**src/rtl/crf_fifo.sv**
```systemverilog
// Small first-in first-out queue of registers.
`default_nettype none
module crf_fifo #(
   parameter int WIDTH = 8,
   parameter int DEPTH = 4
) (
   input  wire logic                         clock,
   input  wire logic                         reset,
   input  wire logic                         push,
   input  wire logic [WIDTH-1:0]             push_data,
   output logic                              full,
   input  wire logic                         pop,
   output logic [WIDTH-1:0]                  pop_data,
   output logic                              empty,
   output logic [$clog2(DEPTH+1)-1:0]        count
);

   localparam int PTR_W = $clog2(DEPTH);
   localparam int CNT_W = $clog2(DEPTH + 1);

   logic [WIDTH-1:0] data_ff [DEPTH];
   logic [PTR_W-1:0] wr_ptr_ff, wr_ptr_in;
   logic [PTR_W-1:0] rd_ptr_ff, rd_ptr_in;
   logic [CNT_W-1:0] count_ff, count_in;
   logic             do_push, do_pop;

   assign full     = (count_ff == CNT_W'(DEPTH));
   assign empty    = (count_ff == '0);
   assign count    = count_ff;
   assign pop_data = data_ff[rd_ptr_ff];
   assign do_push  = push && !full;
   assign do_pop   = pop && !empty;

   always_comb begin
      wr_ptr_in = wr_ptr_ff;
      rd_ptr_in = rd_ptr_ff;
      count_in  = count_ff;
      if (do_push) begin
         wr_ptr_in = (wr_ptr_ff == PTR_W'(DEPTH - 1)) ? '0 : wr_ptr_ff + PTR_W'(1);
      end
      if (do_pop) begin
         rd_ptr_in = (rd_ptr_ff == PTR_W'(DEPTH - 1)) ? '0 : rd_ptr_ff + PTR_W'(1);
      end
      if (do_push && !do_pop) begin
         count_in = count_ff + CNT_W'(1);
      end else if (do_pop && !do_push) begin
         count_in = count_ff - CNT_W'(1);
      end
   end

   always_ff @(posedge clock) begin
      if (reset) begin
         wr_ptr_ff <= '0;
         rd_ptr_ff <= '0;
         count_ff  <= '0;
      end else begin
         wr_ptr_ff <= wr_ptr_in;
         rd_ptr_ff <= rd_ptr_in;
         count_ff  <= count_in;
      end
   end

   always_ff @(posedge clock) begin
      if (do_push) begin
         data_ff[wr_ptr_ff] <= push_data;
      end
   end

endmodule
`default_nettype wire

```
**config.mk**
```make
export PLATFORM = sky130hd
export DESIGN_NAME = crf_fifo
export DESIGN_NICKNAME = d
export VERILOG_FILES = /design/src/rtl/crf_fifo.sv
export SDC_FILE = /design/constraint.sdc
export NUM_CORES = 1
export LEC_CHECK = 0
export BUFFER_PORTS_ARGS = -buffer_cell sky130_fd_sc_hd__buf_2
export CAP_MARGIN = 20
export CELL_PAD_IN_SITES_DETAIL_PLACEMENT = 2
export CELL_PAD_IN_SITES_GLOBAL_PLACEMENT = 2
export CORE_UTILIZATION = 40
export DETAILED_ROUTE_END_ITERATION = 8
export PLACE_DENSITY = 0.73
export SKIP_LAST_GASP = 1
export SYNTH_ARGS = -nofsm -noshare
export SYNTH_HDL_FRONTEND = slang
export SYNTH_SLANG_ARGS = --single-unit
```
**constraint.sdc**
```tcl
create_clock -name clock -period 2.9 [get_ports clock]
set_input_delay 0.58 -clock clock [delete_from_list [all_inputs] [get_ports clock]]
set_output_delay 0.58 -clock clock [all_outputs]
set_load 0.005 [all_outputs]
```
Word level (Yosys, flattened, before mapping)
Memories as Yosys holds them, arrays and structs flattened. A register that Yosys moved wholly into a read port is not among the register bits.
Cells that the tools add are included.
- output and inout bits: 13
- flip-flop bits (word level): 7
- RAM bits: 32
- memories: 1
- memory list (name ; depth ; width ; rd ports ; clocked after Yosys merged registers in ; wr ports ; RTL line ; RTL):
    data_ff ; 4 ; 8 ; 1 ; 1 ; 1 ; 21 ; logic [WIDTH-1:0] data_ff [DEPTH];
- muxes and demuxes: 8
- add/subtract/negate cells: 4
- reduce and logical (&&, ||, !) cells: 10
- equality and inequality tests: 3
- operator list (cell ; count):
    2-to-1 mux 2 bit ; 4
    2-to-1 mux 3 bit ; 2
    adder 2 x 1 -> 2 bit, second input constant ; 2
    equality test 2 bit, second input constant ; 2
    logical AND 1 bit ; 4
    logical NOT 1 bit ; 4
    adder 3 x 1 -> 3 bit, second input constant ; 1
    equality test 3 bit, second input constant ; 1
    logical NOT 3 bit ; 1
    subtractor 3 x 1 -> 3 bit, second input constant ; 1
    2-to-1 mux 1 bit ; 2
    nonzero test 2 bit ; 1

Logic depth before layout (Yosys ltp)
- word-level depth: 7
- gate-level depth with buffers: 10
- depth with buffers taken out: 9

Worst setup path after synthesis
OpenSTA, ideal clock, no wires.
- path kind: register to register
- from: reg count_ff[0] (netlist: count[0])
- to: reg count_ff[2] (netlist: count[2])
- slack: 0.694 ns
- arrival: 2.136 ns
- clock period less this slack: 2.206 ns
- stages on the path, launching flop included: 11
- required time: 2.830 ns
- path through: dfxtp_1 > or3b_1 > buf_6 > clkinv_4 > nor2_2 > ha_1 > inv_1 > fa_1 > xor2_1 > or3_2 > a21oi_1
- word-level cells in the longest chain between the ends: 6
- elaborated cells on any way between the ends: 15
- classes of those cells: add/sub (2); eq/ne (1); mux (2); reduce/logical (10)
- RTL lines (item ; RTL line ; RTL):
    start: declaration ; 24 ; logic [CNT_W-1:0] count_ff, count_in;
    start signal: assignment ; 59 ; count_ff <= count_in;
    equality test 3 bit * ; 27 ; assign full = (count_ff == CNT_W'(DEPTH));
    net full ; 11 ; output logic full,
    logical NOT 1 bit * ; 31 ; assign do_push = push && !full;
    logical AND 1 bit * ; 31 ;
    net do_push ; 25 ; logic do_push, do_pop;
    logical NOT 1 bit ; 46 ; end else if (do_pop && !do_push) begin
    logical AND 1 bit ; 46 ;
    nonzero test 2 bit (no line) ; - ;
Mark *: on every way through the listed nets, which the timed path passes. The rest lies on a longest branch. The select of a mux whose other input is x is not followed.
A chain may end at the register's enable or synchronous reset.

Worst setup path in the final report
- from: reg count_ff[0] (netlist: count[0])
- to: reg count_ff[2] (netlist: count[2])
- word-level cells in the longest chain between the ends: 6
- elaborated cells on any way between the ends: 15
- classes of those cells: add/sub (2); eq/ne (1); mux (2); reduce/logical (10)
- RTL lines (item ; RTL line):
    equality test 3 bit * ; 27
    logical NOT 1 bit * ; 31
    logical AND 1 bit * ; 31
    net do_push ; 25
    logical NOT 1 bit ; 46
    logical AND 1 bit ; 46
    nonzero test 2 bit (no line) ; -
Marks and branches as above.

==> key figures <==
Yosys
  • Number of flops mapped to enable cells by yosys: 32
  • Ys Warns: 0
  • Cell area after synthesis: 0.00165 sq mm
  • Post-synth top area share: 0.584
  • Distinct cells, synth: 26
  • Top_reg_cell synth: edfxtp_1
  • Post-Syn Nets: 111
  • Register bit total from synthesis: 41
  • Register area share after synthesis: 0.694
  • Async S/R FF share, synth: 0
  • Cells after Synth: 92
  • Area leader, netlist: edfxtp_1
  • Syn avg cell area: 17.9 sq um
  • Synth top area cells: edfxtp_1 (58%), dfxtp_1 (11%), mux4_2 (11%)

Routing
  • DRT Pass-1 Iters: 4
  • Vias per std cell: 5.14
  • Post-DR wirelength/cell: 19.6 microns
  • DR DRC count: 0
  • Initial DRC count: 75
  • Drt total wl: 3290 microns
  • Via count: 864
  • ANT nets after route: 0

Clock network
  • Clock buffer depth: 2
  • Clock latency on the worst-skew pair: 0.29 ns
  • CTS tree: built
  • Clock buffer count from CTS: 5
  • Hold-fix buffers, CTS: 0
  • Post-CTS Resized: 0
  • Clk sinks: 41
  • Clock Root Buffer: clkbuf_8
  • Clk slew on worst S/H paths: 0.08 ns
  • Setup repair bufs after CTS: 0
  • Htree depth: 2

Floorplan
  • Core area: 0.00380 sq mm
  • I/O pin total: 25
  • Die area: 0.00437 sq mm
  • Die Span Y: 66.1 microns
  • Std-Cell Rows: 22
  • Initial core utilization: 0.433
  • Die Width: 66.1 microns

Global route
  • Initial antenna violation count: 0
  • Total Routing Usage GR: 0.173
  • First-pass GRT wire length: 5050 microns
  • Largest net degree at the start of global routing: 13
  • Global route overflow: 0
  • Vias in the first global route: 947

STA
  • Slew Limit Fails: 0
  • Final setup viols: 0
  • Hold Violations, Final: 0
  • Final period utilization: 0.865
  • Max Clk Rate: 399 MHz
  • RSZ-0062 raised after global routing: false
  • Slew margin rel.: 0.633
  • Final min period: 2.51 ns
  • Fin Setup TNS: 0 ns
  • Slew @ Worst Pin: 0.550 ns
  • Layout Skew: 0.00801 ns

Critical path
  • Crit path capture type: register
  • CP Cell Sequence: or3b_1 > clkinv_4 > nor2_2 > ha_1 > inv_1 > fa_1 > xor2_1 > or3_2 > a21oi_1
  • Slowest cell on crit path: dfxtp_1
  • Worst-path fanout max: 7
  • Worst R2R Setup Slack: 0.39 ns
  • Crit path max-delay family: simple AND/OR/NAND/NOR gates
  • Crit path kind: reg2reg
  • WP buf/inv: 2
  • CP required: 3.13 ns
  • Startpoint Class: register
  • Largest incremental delay on the critical path: 0.47 ns
  • Worst path arrival time: 2.73 ns

Min path
  • Hold WC Path Type: in2reg

Power
  • Lkg Pwr: 0.706 nW
  • Worst IR drop on VDD: 0.387 mV
  • PD cells: 809 mW/mm^2

Flow run
  • Max-cap viol count: 0

Final layout
  • Layout cell share with drive strength beyond 1: 0.400
  • Final Core Density: 0.496
  • Fillcell total: 349
  • Synth-to-Final Area Change: 14.5%
  • N_diodes: 0
  • Nets: 138

Place
  • Dpl hpwl: 2400 microns
  • GP Congestion: 0.774
  • I/O Buffers: 24

Run status
  • Outcome: completed
==> report_power, final <==
group	internal, mW	total (mW)	switching (mW)
registers	0.717	0.797	0.0801
clock network	0.167	0.353	0.187
logic	0.199	0.374	0.176
total	1.08	1.52	0.443
==> worst register-to-register path: cells and delay by family, from the launching register on <==
| kind | cells | cell delay, ns |
|---|---|---|
| xor+xnor | 1 | 0.18 |
| compound gates | 1 | 0.15 |
| fa+ha+maj | 2 | 0.59 |
| simple gates | 3 | 0.89 |
| flops | 1 | 0.47 |
| buf+inv | 2 | 0.15 |
==> final cells by class <==
class / instances / area [sq um] / area share
Multi-Input combinational cell: 42 / 457 / 0.242
Inverter: 5 / 23.8 / 0.0126
Tap cell: 48 / 60.1 / 0.0319
Timing Repair Buffer: 24 / 120 / 0.0637
Clock inverter: 2 / 10.0 / 0.00531
Sequential cell: 41 / 1140 / 0.606
Clock buffer: 6 / 72.6 / 0.0385
==> sequential cells by signal, indices dropped and copies added (netlist names), named ones only <==
name and flops:
count 3, data_ff 32, rd_ptr_ff 2, wr_ptr_ff 2
==> cells in the mapped netlist, drive strengths merged, types with 3 or more instances <==
| cell type | number |
|---|---|
| buf | 3 |
| and3 | 4 |
| ha | 6 |
| mux4 | 8 |
| a21oi | 3 |
| dfxtp | 9 |
| inv | 4 |
| edfxtp | 32 |
| nor2 | 4 |
==> per-layer routing <==
| metal | GRT usage | vias up | share of wire |
|---|---|---|---|
| li1 | - | 404 | - |
| met1 | 0.207 | 430 | 0.43 |
| met2 | 0.290 | 26 | 0.52 |
| met3 | 0.0569 | 4 | 0.038 |
| met4 | 0.0638 | 0 | 0.0091 |
| met5 | 0 | - | 0 |
==> final timing paths <==
kind | startpoint | end | depth (start not counted)
worst max-delay path | count[0] | count[2] | 9
worst min-delay path | push_data[6] | data_ff[2][6] | 1
worst max register to register | count[0] | count[2] | 9
worst min register to register | rd_ptr_ff[0] | register | 2
==> per-stage QoR <==
stage / cell area, sq um / setup WS [ns] / total power [mW] / std cells / hold WS, ns
final: 1880 / 0.392 / 1.52 / 168 / 0.505
after global routing: 1880 / 0.230 / 1.61 / 168 / 0.485
after global placement: 1800 / 0.584 / 1.16 / 160 / 0.488
after CTS: 1880 / 0.356 / 1.55 / 168 / 0.488
after detailed placement: 1800 / 0.390 / 1.19 / 160 / 0.523
after floorplan: 1650 / 0.694 / 1.04 / 92 / 0.463
==> placed cells by master (no fill, tap or decap) <==
cell type / instances
edfxtp_1: 32
buf_2: 24
dfxtp_1: 9
mux4_2: 8
ha_1: 6
clkbuf_8: 5
inv_1: 4
and3_2: 4
nor2_1: 3
a21oi_1: 3
nor3_1: 2
o31ai_2: 2
xor2_1: 2
nand3_1: 2
mux2i_1: 2
clkinv_2: 2
or3b_1: 1
clkinv_4: 1
nor2_2: 1
or3_1: 1
nand2_1: 1
o21ai_1: 1
o21ai_0: 1
or3_2: 1
fa_1: 1
clkbuf_1: 1
==> cells by family (layout without fill, tap and decap cells) <==
logic type / Yosys count / in the layout / share of synthesized area
xor+xnor: 2 / 2 / 0.0106
flops: 41 / 41 / 0.694
simple gates: 16 / 16 / 0.0570
fa+ha+maj: 7 / 7 / 0.0578
mux: 10 / 10 / 0.122
compound gates: 7 / 7 / 0.0304
buf+inv: 9 / 37 / 0.0289
Power figures use the tool's default switching activity.
