<file path="src/rtl/crf_pkg.sv">
// Shared types, constants and arithmetic helpers of the CRF forward recursion block.
`default_nettype none
package crf_pkg;

   localparam int MAX_LABELS_DEF = 64;
   localparam int FRAC_BITS_DEF  = 16;
   localparam int LABEL_W        = 6;
   localparam int VALUE_W        = 32;
   localparam int NLAB_W         = 7;
   localparam logic [NLAB_W-1:0] NLAB_RST = 7'd64;
   localparam int MID_DEPTH      = 4;
   localparam int OUT_DEPTH      = 16;
   localparam int OUT_CNT_W      = $clog2(OUT_DEPTH + 1);
   localparam int CORR_ENTRIES   = 32;

   typedef logic signed [VALUE_W-1:0] value_type;

   typedef enum logic {
      KIND_ALPHA = 1'b0,
      KIND_PART  = 1'b1
   } kind_type;

   typedef struct packed {
      logic [LABEL_W-1:0] prev_label;
      logic [LABEL_W-1:0] cur_label;
      value_type          trans_score;
      value_type          state_score;
      logic               first_frame;
      logic               last_frame;
   } req_item_type;

   typedef struct packed {
      kind_type           kind;
      logic [LABEL_W-1:0] label;
      value_type          value;
      logic               last;
   } rsp_item_type;

   // classified item between front and back
   typedef struct packed {
      logic [LABEL_W-1:0] prev_label;
      logic [LABEL_W-1:0] cur_label;
      value_type          trans_score;
      value_type          state_score;
      logic               first_frame;
      logic               last_frame;
      logic               p_first;
      logic               p_last;
      logic               c_first;
      logic               c_last;
      logic               bank;
   } mid_item_type;

   // ln(1+exp(-x)) at x = k/4, Q.16
   localparam logic [15:0] CORR_TAB [CORR_ENTRIES] = '{
      16'd45426, 16'd37745, 16'd31069, 16'd25354, 16'd20530, 16'd16510, 16'd13200, 16'd10500,
      16'd8318,  16'd6567,  16'd5170,  16'd4061,  16'd3184,  16'd2493,  16'd1950,  16'd1523,
      16'd1189,  16'd928,   16'd724,   16'd565,   16'd440,   16'd343,   16'd267,   16'd208,
      16'd162,   16'd126,   16'd98,    16'd77,    16'd60,    16'd47,    16'd36,    16'd28
   };

   function automatic logic signed [VALUE_W:0] ext(input value_type v);
      return {v[VALUE_W-1], v};
   endfunction

   function automatic value_type sat33(input logic signed [VALUE_W:0] v);
      value_type r;
      if (v[VALUE_W] != v[VALUE_W-1]) begin
         r = v[VALUE_W] ? {1'b1, {(VALUE_W-1){1'b0}}} : {1'b0, {(VALUE_W-1){1'b1}}};
      end else begin
         r = v[VALUE_W-1:0];
      end
      return r;
   endfunction

   function automatic value_type max_of(input value_type a, input value_type b);
      return (a > b) ? a : b;
   endfunction

endpackage
`default_nettype wire

</file>
<file path="src/rtl/crf_front.sv">
// Front end: label count register, range check, classification and read bank tracking.
`default_nettype none
module crf_front #(
   parameter int MAX_LABELS = crf_pkg::MAX_LABELS_DEF
) (
   input  wire logic                         clock,
   input  wire logic                         reset,
   input  wire logic                         req_push,
   input  wire crf_pkg::req_item_type        req_data,
   output logic                              req_full,
   input  wire logic                         csr_we,
   input  wire logic [crf_pkg::NLAB_W-1:0]   csr_wdata,
   input  wire logic                         q_full,
   input  wire logic                         clr_busy,
   output logic                              q_push,
   output crf_pkg::mid_item_type             q_data
);
   import crf_pkg::*;

   localparam int CNT_W = $clog2(MAX_LABELS + 1);
   localparam int CMP_W = (CNT_W > NLAB_W) ? CNT_W : NLAB_W;

   logic [NLAB_W-1:0] num_labels_ff;
   logic              bank_ff, bank_in;
   logic [CMP_W-1:0]  nl_ext, n_eff, p_ext, c_ext;
   logic              in_range, accept;

   always_comb begin
      nl_ext = CMP_W'(num_labels_ff);
      if (nl_ext == '0) begin
         n_eff = CMP_W'(1);
      end else if (nl_ext > CMP_W'(MAX_LABELS)) begin
         n_eff = CMP_W'(MAX_LABELS);
      end else begin
         n_eff = nl_ext;
      end
      p_ext    = CMP_W'(req_data.prev_label);
      c_ext    = CMP_W'(req_data.cur_label);
      in_range = (p_ext < n_eff) && (c_ext < n_eff);

      q_data.prev_label  = req_data.prev_label;
      q_data.cur_label   = req_data.cur_label;
      q_data.trans_score = req_data.trans_score;
      q_data.state_score = req_data.state_score;
      q_data.first_frame = req_data.first_frame;
      q_data.last_frame  = req_data.last_frame;
      q_data.p_first     = (p_ext == '0);
      q_data.p_last      = (p_ext == n_eff - CMP_W'(1));
      q_data.c_first     = (c_ext == '0);
      q_data.c_last      = (c_ext == n_eff - CMP_W'(1));
      q_data.bank        = bank_ff;
   end

   // out-of-range items are taken and dropped
   assign req_full = q_full || clr_busy;
   assign accept   = req_push && !req_full;
   assign q_push   = accept && in_range;
   assign bank_in  = (q_push && q_data.p_last && q_data.c_last) ? !bank_ff : bank_ff;

   always_ff @(posedge clock) begin
      if (reset) begin
         num_labels_ff <= NLAB_RST;
         bank_ff       <= 1'b0;
      end else begin
         if (csr_we) begin
            num_labels_ff <= csr_wdata;
         end
         bank_ff <= bank_in;
      end
   end

endmodule
`default_nettype wire

</file>
<file path="config.mk">
export PLATFORM = sky130hd
export DESIGN_NAME = crf_front
export DESIGN_NICKNAME = d
export VERILOG_FILES = /design/src/rtl/crf_pkg.sv /design/src/rtl/crf_front.sv
export SDC_FILE = /design/constraint.sdc
export NUM_CORES = 1
export LEC_CHECK = 0
export ABC_AREA = 1
export ABC_CLOCK_PERIOD_IN_PS = 2540
export BUFFER_PORTS_ARGS = -buffer_cell sky130_fd_sc_hd__clkbuf_2
export CORE_MARGIN = 3
export CORE_UTILIZATION = 35
export DETAILED_ROUTE_END_ITERATION = 8
export PLACE_DENSITY_LB_ADDON = 0.1
export REMOVE_ABC_BUFFERS = 1
export SKIP_CTS_REPAIR_TIMING = 1
export SYNTH_ARGS = -nofsm -noshare
export SYNTH_HDL_FRONTEND = slang
export SYNTH_SLANG_ARGS = --single-unit
export TNS_END_PERCENT = 1
</file>
<file path="constraint.sdc">
create_clock -name clock -period 2.54 [get_ports clock]
set_input_delay 0.508 -clock clock [delete_from_list [all_inputs] [get_ports clock]]
set_output_delay 0.508 -clock clock [all_outputs]
set_load 0.05 [all_outputs]
</file>
After elaboration in Yosys (flattened, before gate mapping)
Cells that the tools add are included.
{"block": "totals", "word_cells": 21, "reg_bits": 8}
{"block": "op_classes", "magnitude_cmp": 3, "add_sub_neg": 1, "n_reduce_logical": 11, "mux": 2, "eq_ne": 2}
{"op": "$eq A6 B7 Y1", "n": 2}
{"op": "$lt A6 B7 Y1", "n": 2}
{"op": "$mux W7", "n": 2}
{"op": "$logic_not A6 Y1", "n": 2}
{"op": "$gt A7 B7 Y1 const B", "n": 1}
{"op": "$logic_not A7 Y1", "n": 1}
{"op": "$sub A7 B1 Y7 const B", "n": 1}
{"op": "$logic_and A1 B1 Y1", "n": 5}
{"op": "$logic_not A1 Y1", "n": 2}
{"op": "$logic_or A1 B1 Y1", "n": 1}

Logic depth before layout (Yosys ltp)
{"block": "depth", "depth_word": 8, "depth_mapped": 15, "ltp_nobuf": 14}

Least setup slack after synthesis
OpenSTA, ideal clock, no wires.
{"block": "synth_path", "kind": "register to output", "start": "register num_labels_ff[2] (netlist: nl_ext[2])", "end": "output q_data[3] (netlist name)", "slack_ns": -0.213, "t_required_ns": 2.032, "arrival_ns": 2.245, "stages_incl_launch_ff": 11, "path_cell_list": "dfxtp_1 nor2_1 nand3_1 nand2_1 nand2_2 ha_1 nand2_1 xor2_1 xnor2_1 nand3_1 nor2_1"}
{"item": "start, declared", "line": "crf_front.sv:23", "source": "logic [NLAB_W-1:0] num_labels_ff;"}
{"item": "start signal, assigned", "line": "crf_front.sv:66", "source": "num_labels_ff <= csr_wdata;"}
{"item": "end, declared", "line": "crf_front.sv:16", "source": "output crf_pkg::mid_item_type q_data"}

==> results.md <==
- Result of the run: finished with violations
- Failing checks: setup timing
- Initial Utilization: 0.377
- Vias in the first global route: 1282
- Hold EP: bank_ff
- Nets: 319
- Slew headroom: 0.764
- Largest family of logic cells by synthesized area: buffers and inverters
- Fin. max-slew vios: 0
- Chip Height: 72.8 um
- Minimum clock period: 2680 ps
- Crit Reg-Reg Startpoint: nl_ext[6]
- Post-synth ARST share: 0
- Dpl hpwl: 8.35 mm
- Area of the multi-input gates: 816 um2
- Std cell rows: 23
- Post-synthesis mux area share: 0
- Setup slack after layout: -136 ps
- CP endpoint kind: output pin
- Setup Skew: 1.07 ps
- DR iter-0 viols: 65
- DR vias/cell: 5.32
- Critical path's slowest cell: or3_4
- Largest net degree at the start of global routing: 11
- Xor/xnor cell area share of the yosys netlist: 0.0385
- CP bufs+invs: 1
- Port Buf Inserts: 43
- Post-Synth Adder-Cell Area: 0.104
- Delay-heaviest family, CP: simple AND/OR/NAND/NOR gates
- Grt ovf: 0
- EDFF count, synth: 0
- DR DRC count: 0
- Io pins: 176
- Mean area per synthesized cell: 6.76 um2
- First-pass GRT wire length: 11.1 mm
- Final period util: 1.05
- Area growth syn-to-layout: -3.05%
- Most numerous cell in the Yosys netlist: buf_4
- CP startpoint kind: register
- Synth Register Bits: 8
- Clock power frac: 0.250
- Hold path startpoint: bank_ff
- Clock buffer count from CTS: 3
- CTS Sinks: 8
- Leakage: 0.796 nW
- Antenna Nets Post-Route: 0
- HP Class: register to register
- Clock buffer depth: 2
- Post-Synth Simple-Gate Area: 0.240
- # fillers: 490
- Net Sw Power: 231 uW
- Die Area: 5300 um2
- GP Congestion: 1.10
- Die X: 72.8 um
- Worst path cell trace: nor2_4, nand2_2, o21ai_2, nand2_2, ha_4, xnor2_4, xor2_1, or3_4, nor2_4, buf_12
- Flop2flop setup slack: 240 ps
- YS warnings: 0
- Arr. time, crit path: 2170 ps
- Seq pwr share: 0.245
- Pwr/cell area: 384 nW/um2
- Htree depth: 1
- Measured slew at the worst slew-check pin: 350 ps
- Unrepaired setup endpoints after global routing: true
- Worst-path clk slew: 40 ps
- Seq/Total Area, Yosys: 0.103
- Peak supply drop: 0.000415 V
- Routed via count: 1398
- Design Area, Final: 1510 um2
- Hold Path Stages: 2
- Dpl cell area: 1360 um2
- P_int: 351 uW
- Netlist Area Pre-Place: 1560 um2
- CP Max Fanout: 4
- Comb power frac: 0.505
- Origin of the worst setup path: nl_ext[0]
- Synth top cells by count: 79 x buf_4, 29 x nand2_1, 21 x nor2_1
- CTS tree: yes
- Antenna violations before repair: 0
- Drt pass-1 iters: 4
- Primary FF master, synth: dfxtp_1
- Library cells used by synthesis: 26
- Setup violators final: 3
- Storage cell area: 164 um2
- Post-DR wirelength/cell: 33.6 um
- # diodes: 0
- Core Util, Final: 0.365
- Crit-path max cell delay: 410 ps
- Kind of critical path: register to output pin
- Sw Ratio: 0.397
- Post-Syn Instances: 231
- R2R depth: 13
- Synth top area cells: buf_4 38%, ha_1 10%, dfxtp_1 10%
- Critical Path RT: 2030 ps
- Synth top area share: 0.380
- Fmax achieved: 374 MHz
- Clock Tree Root: clkbuf_8
- Worst skew pair latency: 220 ps
- Overall Global Routing Usage: 0.323
- Critical R2R Capture: bank_ff
- # Max-Cap Violations: 0
- Drt total wl: 8.85 mm
- CORE AREA: 4140 um2
- Compound-Gate Fraction of Synth Area: 0.0865
- Final Hold Violating Endpoints: 0
- Yosys top cell by area: buf_4
- Fraction of layout cells with a size suffix above 1: 0.427
power by group through the flow:
stage | clock network [mW] | registers, mW | logic (mW)
2_1_floorplan | 0 | 0.143 | 0.130
3_3_place_gp | 0 | 0.140 | 0.263
3_5_place_dp | 0 | 0.140 | 0.264
4_1_cts | 0.153 | 0.138 | 0.265
5_1_grt | 0.162 | 0.144 | 0.323
6_report | 0.146 | 0.143 | 0.294
area by class of cell:
class | count | area share
clock buffer | 3 | 0.0273
multi-input combinational | 126 | 0.539
sequential | 8 | 0.108
tap | 50 | 0.0413
inverter | 17 | 0.0421
timing repair buffer | 59 | 0.242
per-layer routing:
layer	up-vias	global-route usage	share of wire
met3	22	0.405	0.26
met4	0	0.174	0.060
met5	-	0.0101	0
met1	604	0.152	0.18
met2	144	0.573	0.50
li1	628	-	-
flip-flops by register name (all words and copies together), names as in the netlist:
| signal | count |
|---|---|
| bank_ff | 1 |
| nl_ext | 7 |
cell families (layout without fill, tap and decap cells):
group | count (synthesis) | in the layout
buffers and inverters | 97 | 79
AND/OR/NAND/NOR | 80 | 80
AO/OA/AOI/OAI | 27 | 27
adder cells (fa/ha/maj) | 13 | 13
flip-flops | 8 | 8
XOR/XNOR | 6 | 6
through the flow:
stage | power [mW] | setup TNS, ps | hold WS (ps) | std cells | setup slack (ps)
after detailed placement | 0.404 | -21.1 | 499 | 258 | -21.1
after global routing | 0.629 | -623 | 533 | 263 | -244
after CTS | 0.556 | -747 | 505 | 261 | -266
after global placement | 0.403 | -12.0 | 490 | 258 | -10.1
final | 0.582 | -220 | 502 | 263 | -136
after floorplan | 0.272 | -290 | 449 | 151 | -248
worst reg2reg max path, cell delays in order (launching register included):
cell,delay (ps)
dfxtp_1,340
inv_2,70
buf_6,160
nand2_4,100
ha_1,300
a21oi_1,150
o21ai_0,170
a21oi_2,190
nand3_1,110
buf_4,150
nor3_1,240
nand3_1,110
nand2_1,70
nor2_1,40
cells in the final DEF (no fill, tap or decap):
cell / synthesis / routed
or3_4: 1 / 1
inv_2: 2 / 3
nand2_4: 1 / 2
nand2_1: 29 / 26
a21oi_2: 0 / 2
nor2_2: 1 / 1
xnor2_4: 0 / 1
nand3_2: 0 / 1
xor2_2: 0 / 1
nand3b_1: 1 / 1
clkbuf_8: 0 / 3
or4_1: 1 / 1
or2_1: 1 / 1
inv_1: 15 / 14
nand2_2: 5 / 7
buf_6: 1 / 3
ha_1: 13 / 12
nand4_1: 3 / 3
o21ai_2: 0 / 1
a21oi_1: 12 / 10
clkbuf_2: 0 / 40
buf_12: 0 / 1
nor3_1: 3 / 3
xnor2_1: 1 / 1
dfxtp_1: 8 / 5
o21ai_1: 2 / 3
nor2_4: 1 / 4
xor2_1: 4 / 3
nor2_1: 21 / 18
ha_4: 0 / 1
or2_2: 1 / 1
o21ai_0: 13 / 11
buf_4: 79 / 15
dfxtp_2: 0 / 3
nand3_1: 11 / 10
how the worst max path moves through the flow:
stage,end,depth (start not counted)
6_report,q_data[1],10
5_1_grt,q_data[1],12
4_1_cts,q_data[3],11
3_5_place_dp,q_data[3],11
3_3_place_gp,q_data[3],11
2_1_floorplan,q_data[3],10
(Power assumes the default switching activity.)
