**src/rtl/crf_pkg.sv**
```systemverilog
// Shared types, constants and arithmetic helpers of the CRF forward recursion block.
`default_nettype none
package crf_pkg;

   localparam int MAX_LABELS_DEF = 64;
   localparam int FRAC_BITS_DEF  = 16;
   localparam int LABEL_W        = 6;
   localparam int VALUE_W        = 32;
   localparam int NLAB_W         = 7;
   localparam logic [NLAB_W-1:0] NLAB_RST = 7'd64;
   localparam int MID_DEPTH      = 4;
   localparam int OUT_DEPTH      = 16;
   localparam int OUT_CNT_W      = $clog2(OUT_DEPTH + 1);
   localparam int CORR_ENTRIES   = 32;

   typedef logic signed [VALUE_W-1:0] value_type;

   typedef enum logic {
      KIND_ALPHA = 1'b0,
      KIND_PART  = 1'b1
   } kind_type;

   typedef struct packed {
      logic [LABEL_W-1:0] prev_label;
      logic [LABEL_W-1:0] cur_label;
      value_type          trans_score;
      value_type          state_score;
      logic               first_frame;
      logic               last_frame;
   } req_item_type;

   typedef struct packed {
      kind_type           kind;
      logic [LABEL_W-1:0] label;
      value_type          value;
      logic               last;
   } rsp_item_type;

   // classified item between front and back
   typedef struct packed {
      logic [LABEL_W-1:0] prev_label;
      logic [LABEL_W-1:0] cur_label;
      value_type          trans_score;
      value_type          state_score;
      logic               first_frame;
      logic               last_frame;
      logic               p_first;
      logic               p_last;
      logic               c_first;
      logic               c_last;
      logic               bank;
   } mid_item_type;

   // ln(1+exp(-x)) at x = k/4, Q.16
   localparam logic [15:0] CORR_TAB [CORR_ENTRIES] = '{
      16'd45426, 16'd37745, 16'd31069, 16'd25354, 16'd20530, 16'd16510, 16'd13200, 16'd10500,
      16'd8318,  16'd6567,  16'd5170,  16'd4061,  16'd3184,  16'd2493,  16'd1950,  16'd1523,
      16'd1189,  16'd928,   16'd724,   16'd565,   16'd440,   16'd343,   16'd267,   16'd208,
      16'd162,   16'd126,   16'd98,    16'd77,    16'd60,    16'd47,    16'd36,    16'd28
   };

   function automatic logic signed [VALUE_W:0] ext(input value_type v);
      return {v[VALUE_W-1], v};
   endfunction

   function automatic value_type sat33(input logic signed [VALUE_W:0] v);
      value_type r;
      if (v[VALUE_W] != v[VALUE_W-1]) begin
         r = v[VALUE_W] ? {1'b1, {(VALUE_W-1){1'b0}}} : {1'b0, {(VALUE_W-1){1'b1}}};
      end else begin
         r = v[VALUE_W-1:0];
      end
      return r;
   endfunction

   function automatic value_type max_of(input value_type a, input value_type b);
      return (a > b) ? a : b;
   endfunction

endpackage
`default_nettype wire

```
**src/rtl/crf_back.sv**
```systemverilog
// Back end: alpha memory, log-add accumulators and result generation.
`default_nettype none
module crf_back #(
   parameter int MAX_LABELS = crf_pkg::MAX_LABELS_DEF,
   parameter int FRAC_BITS  = crf_pkg::FRAC_BITS_DEF
) (
   input  wire logic                            clock,
   input  wire logic                            reset,
   input  wire logic                            mid_empty,
   input  wire crf_pkg::mid_item_type           mid_data,
   output logic                                 mid_pop,
   input  wire logic [crf_pkg::OUT_CNT_W-1:0]   out_count,
   output logic                                 out_push,
   output crf_pkg::rsp_item_type                out_data,
   output logic                                 clr_busy
);
   import crf_pkg::*;

   localparam int LBL_W  = $clog2(MAX_LABELS);
   localparam int ADDR_W = LBL_W + 1;
   localparam int NSTG   = 6;
   localparam int SHL    = (FRAC_BITS >= 16) ? FRAC_BITS - 16 : 0;
   localparam int SHR    = (FRAC_BITS < 16) ? 16 - FRAC_BITS : 0;
   localparam int IDX_LO = FRAC_BITS - 2;
   localparam int BIG_LO = FRAC_BITS + 3;
   localparam int NEED_W = OUT_CNT_W + 2;

   // correction term of a log-add, rescaled to FRAC_BITS
   function automatic value_type corr_of(input value_type a, input value_type b);
      logic signed [VALUE_W:0] diff;
      logic [VALUE_W-1:0]      mag;
      logic [VALUE_W-1:0]      c;
      diff = ext(a) - ext(b);
      mag  = diff[VALUE_W] ? VALUE_W'(-diff) : diff[VALUE_W-1:0];
      c    = (VALUE_W'(CORR_TAB[mag[IDX_LO +: 5]]) << SHL) >> SHR;
      if ((mag >> BIG_LO) != '0) begin
         c = '0;
      end
      return value_type'(c);
   endfunction

   // bank bit on top of the label, so each bank spans a power of two
   logic signed [VALUE_W-1:0] alpha_mem_ff [2**ADDR_W];

   mid_item_type      stg_ff [1:NSTG];
   logic [1:NSTG]     vld_ff;
   value_type         rd_ff, term_ff, m_ff, corr_ff, acc_ff, na_ff, pm_ff, pcorr_ff, part_ff;
   value_type         term_in, m_in, corr_in, acc_in, na_in, pm_in, pcorr_in, part_in;
   logic              clr_busy_ff;
   logic [LBL_W-1:0]  clr_idx_ff;
   logic              hazard, room, issue, alpha_push, part_push, wr_en;
   logic [2:0]        inflight;
   logic [ADDR_W-1:0] rd_addr, wr_addr;

   assign clr_busy = clr_busy_ff;

   // issue control: no issue while the first stage holds an item, no read of a pending write,
   // room for every result still in flight
   always_comb begin
      hazard   = 1'b0;
      inflight = '0;
      for (int k = 1; k < NSTG; k++) begin
         if (vld_ff[k] && stg_ff[k].p_last && (stg_ff[k].bank != mid_data.bank) &&
             (stg_ff[k].cur_label == mid_data.prev_label)) begin
            hazard = 1'b1;
         end
      end
      for (int k = 1; k <= NSTG; k++) begin
         inflight = inflight + 3'(vld_ff[k]);
      end
      room  = (NEED_W'(out_count) + NEED_W'({inflight, 1'b0}) + NEED_W'(2)) <=
              NEED_W'(OUT_DEPTH);
      issue = !mid_empty && !vld_ff[1] && !hazard && room && !clr_busy_ff;
   end

   assign mid_pop = issue;
   assign rd_addr = {mid_data.bank, LBL_W'(mid_data.prev_label)};
   assign wr_addr = {!stg_ff[5].bank, LBL_W'(stg_ff[5].cur_label)};
   assign wr_en   = vld_ff[5] && stg_ff[5].p_last;

   always_comb begin
      term_in  = stg_ff[1].first_frame ? stg_ff[1].trans_score :
                 sat33(ext(rd_ff) + ext(stg_ff[1].trans_score));
      m_in     = stg_ff[2].p_first ? term_ff : max_of(acc_ff, term_ff);
      corr_in  = stg_ff[2].p_first ? '0 : corr_of(acc_ff, term_ff);
      acc_in   = sat33(ext(m_ff) + ext(corr_ff));
      na_in    = sat33(ext(acc_ff) + ext(stg_ff[4].state_score));
      pm_in    = stg_ff[5].c_first ? na_ff : max_of(part_ff, na_ff);
      pcorr_in = stg_ff[5].c_first ? '0 : corr_of(part_ff, na_ff);
      part_in  = sat33(ext(pm_ff) + ext(pcorr_ff));
   end

   assign alpha_push = wr_en;
   assign part_push  = vld_ff[6] && stg_ff[6].p_last && stg_ff[6].c_last &&
                       stg_ff[6].last_frame;
   assign out_push   = alpha_push || part_push;

   always_comb begin
      if (part_push) begin
         out_data.kind  = KIND_PART;
         out_data.label = '0;
         out_data.value = part_in;
         out_data.last  = 1'b1;
      end else begin
         out_data.kind  = KIND_ALPHA;
         out_data.label = stg_ff[5].cur_label;
         out_data.value = na_ff;
         out_data.last  = 1'b0;
      end
   end

   always_ff @(posedge clock) begin
      if (reset) begin
         vld_ff      <= '0;
         acc_ff      <= '0;
         part_ff     <= '0;
         clr_busy_ff <= 1'b1;
         clr_idx_ff  <= '0;
      end else begin
         vld_ff <= {issue, vld_ff[1:NSTG-1]};
         if (vld_ff[3]) begin
            acc_ff <= acc_in;
         end
         if (vld_ff[6] && stg_ff[6].p_last) begin
            part_ff <= part_in;
         end
         if (clr_busy_ff) begin
            if (clr_idx_ff == LBL_W'(MAX_LABELS - 1)) begin
               clr_busy_ff <= 1'b0;
            end
            clr_idx_ff <= clr_idx_ff + LBL_W'(1);
         end
      end
   end

   always_ff @(posedge clock) begin
      if (issue) begin
         stg_ff[1] <= mid_data;
      end
      for (int k = 2; k <= NSTG; k++) begin
         stg_ff[k] <= stg_ff[k-1];
      end
      term_ff <= term_in;
      m_ff    <= m_in;
      corr_ff <= corr_in;
      na_ff   <= na_in;
      if (wr_en) begin
         pm_ff    <= pm_in;
         pcorr_ff <= pcorr_in;
      end
   end

   // alpha memory: bank 0 is cleared after reset; bank 1 must be written before use, which the block does not enforce
   always_ff @(posedge clock) begin
      if (clr_busy_ff) begin
         alpha_mem_ff[{1'b0, clr_idx_ff}] <= '0;
      end else if (wr_en) begin
         alpha_mem_ff[wr_addr] <= na_ff;
      end
   end

   always_ff @(posedge clock) begin
      if (issue) begin
         rd_ff <= alpha_mem_ff[rd_addr];
      end
   end

`ifndef SYNTH
   a_issue_spacing: assert property (@(posedge clock) disable iff (reset)
      issue |=> !issue)
      else $error("items issued in consecutive cycles");
   a_no_result_in_clear: assert property (@(posedge clock) disable iff (reset)
      clr_busy_ff |-> !out_push)
      else $error("result produced during clearing pass");
   a_out_room: assert property (@(posedge clock) disable iff (reset)
      out_push |-> (out_count != OUT_CNT_W'(OUT_DEPTH)))
      else $error("result queue overflow");
   a_part_after_alpha: assert property (@(posedge clock) disable iff (reset)
      part_push |-> $past(alpha_push))
      else $error("partition not preceded by its last alpha");
`endif

endmodule
`default_nettype wire

```
**config.mk**
```make
export PLATFORM = sky130hd
export DESIGN_NAME = crf_back
export DESIGN_NICKNAME = d
export VERILOG_FILES = /design/src/rtl/crf_pkg.sv /design/src/rtl/crf_back.sv
export SDC_FILE = /design/constraint.sdc
export NUM_CORES = 2
export LEC_CHECK = 0
export ABC_CLOCK_PERIOD_IN_PS = 37800
export BUFFER_PORTS_ARGS = -buffer_cell sky130_fd_sc_hd__buf_2
export CELL_PAD_IN_SITES_DETAIL_PLACEMENT = 0
export CELL_PAD_IN_SITES_GLOBAL_PLACEMENT = 2
export CORE_UTILIZATION = 54
export CTS_CLUSTER_SIZE = 14
export DETAILED_ROUTE_END_ITERATION = 8
export MAX_ROUTING_LAYER = met4
export PLACE_DENSITY = 0.93
export SETUP_SLACK_MARGIN = 0.05
export SYNTH_ARGS = -nofsm -noshare
export SYNTH_HDL_FRONTEND = slang
export SYNTH_MEMORY_MAX_BITS = 65536
export SYNTH_SLANG_ARGS = --single-unit
```
**constraint.sdc**
```tcl
create_clock -name clock -period 37.8 [get_ports clock]
set_input_delay 5.67 -clock clock [delete_from_list [all_inputs] [get_ports clock]]
set_output_delay 5.67 -clock clock [all_outputs]
set_load 0.005 [all_outputs]
```
# Word level (Yosys, flattened, before mapping)
# Memory sizes are Yosys's and may differ from the RTL's. A register that Yosys moved wholly into a read port is not among the register bits.
# Cells that the tools add are included.
[word_totals]
out_inout_bits = 43
mem_bits_rw = 4594
register_bits = 205
romBits = 1024
latchBits = 0
memories = 4
[classes]
order_cmp = 3
n_eq_ne = 15
n_shift = 0
div = 0
addsub = 16
n_bitwise = 2
muxes = 33
mul = 0
n_reduce_logical = 33
[memory_table]
columns = ["memory", "words", "width", "rd", "rd_clocked_by_memory_dff", "wr", "line_no", "text"]
rows = [
  ["alpha_mem_ff", 128, 32, 1, 1, 1, "crf_back.sv:43", "logic signed [VALUE_W-1:0] alpha_mem_ff [2**ADDR_W];"],
  ["(name not given)", 32, 16, 1, 1, 0, "crf_back.sv:35", "c = (VALUE_W'(CORR_TAB[mag[IDX_LO +: 5]]) << SHL) >> SHR;"],
  ["(name not given)", 32, 16, 1, 1, 0, "crf_back.sv:35", ""],
  ["stg_ff", 6, 83, 6, 0, 6, "crf_back.sv:45", "mid_item_type stg_ff [1:NSTG];"],
]
[ops]
columns = ["operator", "count"]
rows = [
  ["$mux 32", 16],
  ["$add 32x17->33", 2],
  ["$add 32x32->33", 2],
  ["$sub 32x32->33", 2],
  ["$gt 32x32->1", 2],
  ["$neg 32->32", 2],
  ["$reduce_bool 32->1", 2],
  ["$mux 40", 1],
  ["$reduce_or 32->1", 1],
  ["$eq 6x6->1", 5],
  ["$logic_and 1x1->1", 22],
  ["$mux 1", 15],
  ["$not 5->6", 2],
  ["$add 3x1->3", 3],
  ["$ne 1x1->1", 9],
  ["$add 6x2->7 const B", 1],
  ["$le 7x5->1 const B", 1],
  ["$mux 7", 1],
  ["$add 5x4->6", 1],
  ["$add 6x1->6 const B", 1],
  ["$eq 6x6->1 const B", 1],
  ["$logic_not 1->1", 5],
  ["$reduce_or 2->1", 2],
  ["$add 2x1->3", 1],
  ["2 further kinds", 2],
]

# Logic depth before layout (Yosys ltp)
# An unclocked memory read counts as a cell.
[logic_depth]
depth_word = 15
ltp_mapped = 20
ltp_nobuf = 18

# Least setup slack after synthesis
# No wires, ideal clock.
[synth_path]
path_kind = "input port to output port"
from = "input port mid_data[77] in the netlist's numbering"
to = "output port mid_pop"
required_time_ps = 32130
path_stages = 9
arrival_ps = 16029
slack_ps = 16101
path_cell_list = "clkbuf_1 > clkbuf_1 > buf_1 > clkbuf_1 > xnor2_1 > nand4_1 > nor4_1 > or4_1 > a211oi_1"
[synth_between]
elab_chain_len = 11
word_cells_on_any_way = 19
cone_classes = "eq/ne: 5; mux: 5; reduce/logical: 9"
[synth_lines]
columns = ["item", "line_no", "text"]
rows = [
  ["from (decl)", "crf_back.sv:10", "input wire crf_pkg::mid_item_type mid_data,"],
  ["$eq 6x6->1", "crf_back.sv:64", "(stg_ff[k].cur_label == mid_data.prev_label)) begin"],
  ["$logic_and 1x1->1", "crf_back.sv:63", "if (vld_ff[k] && stg_ff[k].p_last && (stg_ff[k].bank != mid_data.bank) &&"],
  ["$mux 1 (4 in a row)", "crf_back.sv:63", ""],
  ["$mux 1 (*)", "crf_back.sv:63", ""],
  ["$logic_not 1->1 (*)", "crf_back.sv:73", "issue = !mid_empty && !vld_ff[1] && !hazard && room && !clr_busy_ff;"],
  ["$logic_and 1x1->1 (*) (3 in a row)", "crf_back.sv:73", ""],
  ["to (decl)", "crf_back.sv:11", "output logic mid_pop,"],
]
# Mark *: on every way between the ends. The rest lies on a longest branch, timed or not.

# Final worst setup path
[layout_path]
from = "input port out_count[1] in the netlist's numbering"
to = "output port mid_pop"
[layout_between]
elab_chain_len = 5
[layout_lines]
columns = ["item", "line_no", "text"]
rows = [
  ["from (decl)", "crf_back.sv:12", "input wire logic [crf_pkg::OUT_CNT_W-1:0] out_count,"],
  ["$add 5x4->6", "crf_back.sv:71", "room = (NEED_W'(out_count) + NEED_W'({inflight, 1'b0}) + NEED_W'(2)) <="],
  ["$add 6x2->7", "crf_back.sv:71", ""],
  ["$le 7x5->1", "crf_back.sv:71", ""],
  ["$logic_and 1x1->1 (2 in a row)", "crf_back.sv:73", ""],
]
# Every way passes these cells.

==> impl_metrics.py <==
metrics = {
    "logic_synthesis": {
        "synth_area_sq_um": 183000,
        "synth_nets": 9314,
        "syn_avg_cell_area_sq_um": 20.3,
        "ys_seq_area_frac": 0.734,
        "async_reset_ff_frac": 0,
        "ys_ff_latch": 4586,
        "netlist.area_leader.share": 0.698,
        "yosys-top-cells-area": "edfxtp_1, mux4_2, dfxtp_1, ha_1, nor2_1",
        "yosys.area.top_type": "edfxtp_1",
        "synthCells": 9023,
        "synth_ff_type": "edfxtp_1",
        "yosysWarnings": 0,
        "ys_types": 93,
        "synth_edf_count": 4253,
    },
    "route": {
        "first_pass_iters": 7,
        "detail_route.wl_per_cell_um": 37.3,
        "vias_per_cell": 6.83,
        "wirelength_um": 534000,
        "drc_errors": 0,
        "via_count": 97802,
        "ant_nets": 0,
        "drt_iter0_drc": 16242,
    },
    "power_and_ir_drop": {
        "comb_power_share": 0.023,
        "p_per_area_nw_per_um2": 48.7,
        "ir_drop_mv": 0.0447,
        "sw_frac_of_total": 0.210,
        "clkPwrFrac": 0.428,
        "p_int_uw": 7880,
        "p_leak_uw": 0.0620,
        "p_sw_uw": 2090,
        "power_frac_seq": 0.549,
    },
    "critical_path": {
        "r2r_start": "vld_ff[3]$_SDFF_PP0_",
        "critPathKind": "input pin to primary output",
        "worstPathMaxFanout": 33,
        "worstSetupEndpoint": "mid_pop",
        "crit_start": "out_count[1]",
        "required_ns": 32.13,
        "crit_arrival_ns": 9.69,
        "rr_worst_depth": 17,
        "cp-start-kind": "input pin",
        "rrSetupSlack_ns": 30.56,
        "reg2reg_to": "stg_ff[0][135]$_DFFE_PP_",
        "cp-end-kind": "primary output",
    },
    "final_layout": {
        "drive_above_1_share": 0.265,
        "fillers": 22095,
        "final_cell_mix": "edfxtp_1, mux4_2, clkbuf_16",
        "area_growth_pct": 11.9,
        "nNetsFinal": 9690,
        "layout.cells.non_filler": 14325,
        "final_common_cell": "edfxtp_1",
    },
    "floorplan": {
        "die_y_um": 584,
        "num_io_pins": 134,
        "die_w_um": 584,
        "die_area_sq_um": 341000,
        "coreArea_sq_um": 337000,
        "row_count": 213,
        "initial_core_util": 0.543,
    },
    "clocking": {
        "cts_setup_buffers": 0,
        "clk_latency_ns": 1.03,
        "ctsHoldBuffers": 0,
        "numCtsBuffers": 428,
        "root_buffer": "clkbuf_16",
        "cts_tree": "yes",
        "clock-sinks": 4586,
        "clk_pin_slew_worst_paths_ns": 0.06,
        "cts_buffer_depth": 4,
        "htree_num_levels": 5,
        "cts-resized-gates": 0,
    },
    "run": {
        "drv_cap": 0,
    },
    "grt": {
        "overflow": 0,
        "grt_antenna_before_repair": 89,
        "grt_first_pass_wirelength_um": 745000,
        "grtUsageTotal": 0.322,
        "grt_max_degree": 142,
        "grt_pass1_vias": 97622,
    },
    "placed_design": {
        "dp_hpwl_um": 287000,
        "gp_congestion": 0.941,
        "placed_cells_incl_taps": 13481,
        "portBuffers": 133,
    },
    "sta": {
        "timing.slew.headroom": 0.0253,
        "report.final.slew_viol_count": 0,
        "worst_pin_slew_ns": 1.46,
        "finalSetupTns_ns": 0,
        "hold_violations": 0,
        "fin_skew_ns": 0.0842,
        "max_freq_ghz": 0.0651,
        "rsz0062_at_grt": "false",
        "min_period_ns": 15.36,
        "setup_violations": 0,
        "fin_crit_sh": 0.406,
    },
    "worst_hold_path": {
        "min_path_type": "flip-flop to flip-flop",
    },
    "run_status": {
        "outcome": "finished clean",
    },
}
## kinds of logic (layout without fill, tap and decap cells)
group,after synthesis,in the layout,share of synthesized area
AND/OR/NAND/NOR,1146,1146,0.0292
AO/OA/AOI/OAI,874,874,0.0311
adder cells (fa/ha/maj),214,214,0.0148
other,0,62,0
buffers and inverters,608,1333,0.0126
XOR/XNOR,188,188,0.00903
flip-flops,4586,4586,0.734
multiplexers,1407,1407,0.169
## final cells by class
class / instances / area [sq um] / area share
antenna: 62 / 155 / 0.000758
clock buffer: 557 / 11400 / 0.0557
clock inverter: 222 / 2090 / 0.0102
inverter: 156 / 586 / 0.00286
multi-input combinational: 3829 / 47700 / 0.233
sequential: 4586 / 134000 / 0.656
tap: 4515 / 5650 / 0.0276
timing repair buffer: 398 / 2820 / 0.0138
## per-layer routing
layer	wire length, um	vias to the layer above	track usage
met5	0	-	-
met4	33100	0	0.173
met3	68300	1435	0.0715
met2	256000	8019	0.499
met1	177000	50177	0.401
li1	-	38171	-
## synth_stat cells (all sizes together) (12+ instances only)
library cell	number
nand2	310
a2111oi	21
or2	17
and3	23
xnor2	116
nand2b	42
mux4	1346
nand4	34
nor3	82
inv	154
a21boi	13
o31ai	22
nor2	394
o21ai	240
a31oi	23
dfxtp	333
o211ai	29
a211oi	72
a21oi	192
a211o	15
or3	19
mux2i	23
mux2	38
nand3	80
o21bai	17
buf	107
o2111ai	12
a21o	60
edfxtp	4253
maj3	14
a221o	15
clkbuf	345
nor4	31
and2	36
o21a	30
ha	190
nand3b	12
o22ai	16
nor2b	31
xor2	72
## through the flow
step / total power [uW] / area (sq um) / hold slack (ns) / util / setup WS [ns]
floorplan: 5730 / 183000 / 0.310 / - / 16.10
CTS: 9980 / 205000 / 0.297 / 0.607 / 22.53
global placement: 5810 / 191000 / 0.310 / 0.567 / 22.43
global route: 10200 / 205000 / 0.307 / 0.608 / 22.56
detailed placement: 5810 / 191000 / 0.312 / 0.567 / 22.54
finish: 9980 / 205000 / 0.285 / 0.608 / 22.44
## state kept, by name, indices dropped and copies added, names as in the netlist, 16 cells and up
register and count:
stg_ff 221, term_ff 32, part_ff 32, m_ff 32
alpha_mem_ff 4096, pcorr_ff 16, rd_ff 32, pm_ff 32
na_ff 32, corr_ff 16, acc_ff 32
## critical path, cell delays in order
cell and delay [ns]:
buf_2 0.29, inv_1 0.25, ha_1 0.26, inv_1 0.06
ha_1 0.17, inv_1 0.07, fa_1 0.55, nand2_1 0.06
nor3_1 0.15, o221ai_1 0.51, a211oi_4 0.71, buf_4 0.62
buf_2 0.27
## power groups by stage
stage               Sequential, uW  Combinational [uW]  Clock [uW]
finish                        5480                 232        4270
CTS                           5480                 231        4280
global placement              5580                 225           0
global route                  5470                 237        4450
detailed placement            5580                 226           0
floorplan                     5580                 149           0
## how the worst min path moves through the flow
| stage | depth (start not counted) | startpoint | slack (ns) | end |
|---|---|---|---|---|
| after floorplan | 0 | stg_ff[1][17]$_DFF_P_ | 0.31 | stg_ff[1][100]$_DFF_P_ |
| after global placement | 0 | stg_ff[1][107]$_DFF_P_ | 0.31 | stg_ff[2][24]$_DFF_P_ |
| after detailed placement | 0 | stg_ff[1][19]$_DFF_P_ | 0.31 | stg_ff[1][102]$_DFF_P_ |
| after CTS | 0 | stg_ff[1][120]$_DFF_P_ | 0.30 | stg_ff[2][37]$_DFF_P_ |
| after global routing | 0 | stg_ff[1][13]$_DFF_P_ | 0.31 | stg_ff[1][96]$_DFF_P_ |
| final | 0 | stg_ff[1][120]$_DFF_P_ | 0.28 | stg_ff[2][37]$_DFF_P_ |
Power figures use the tool's default switching activity.
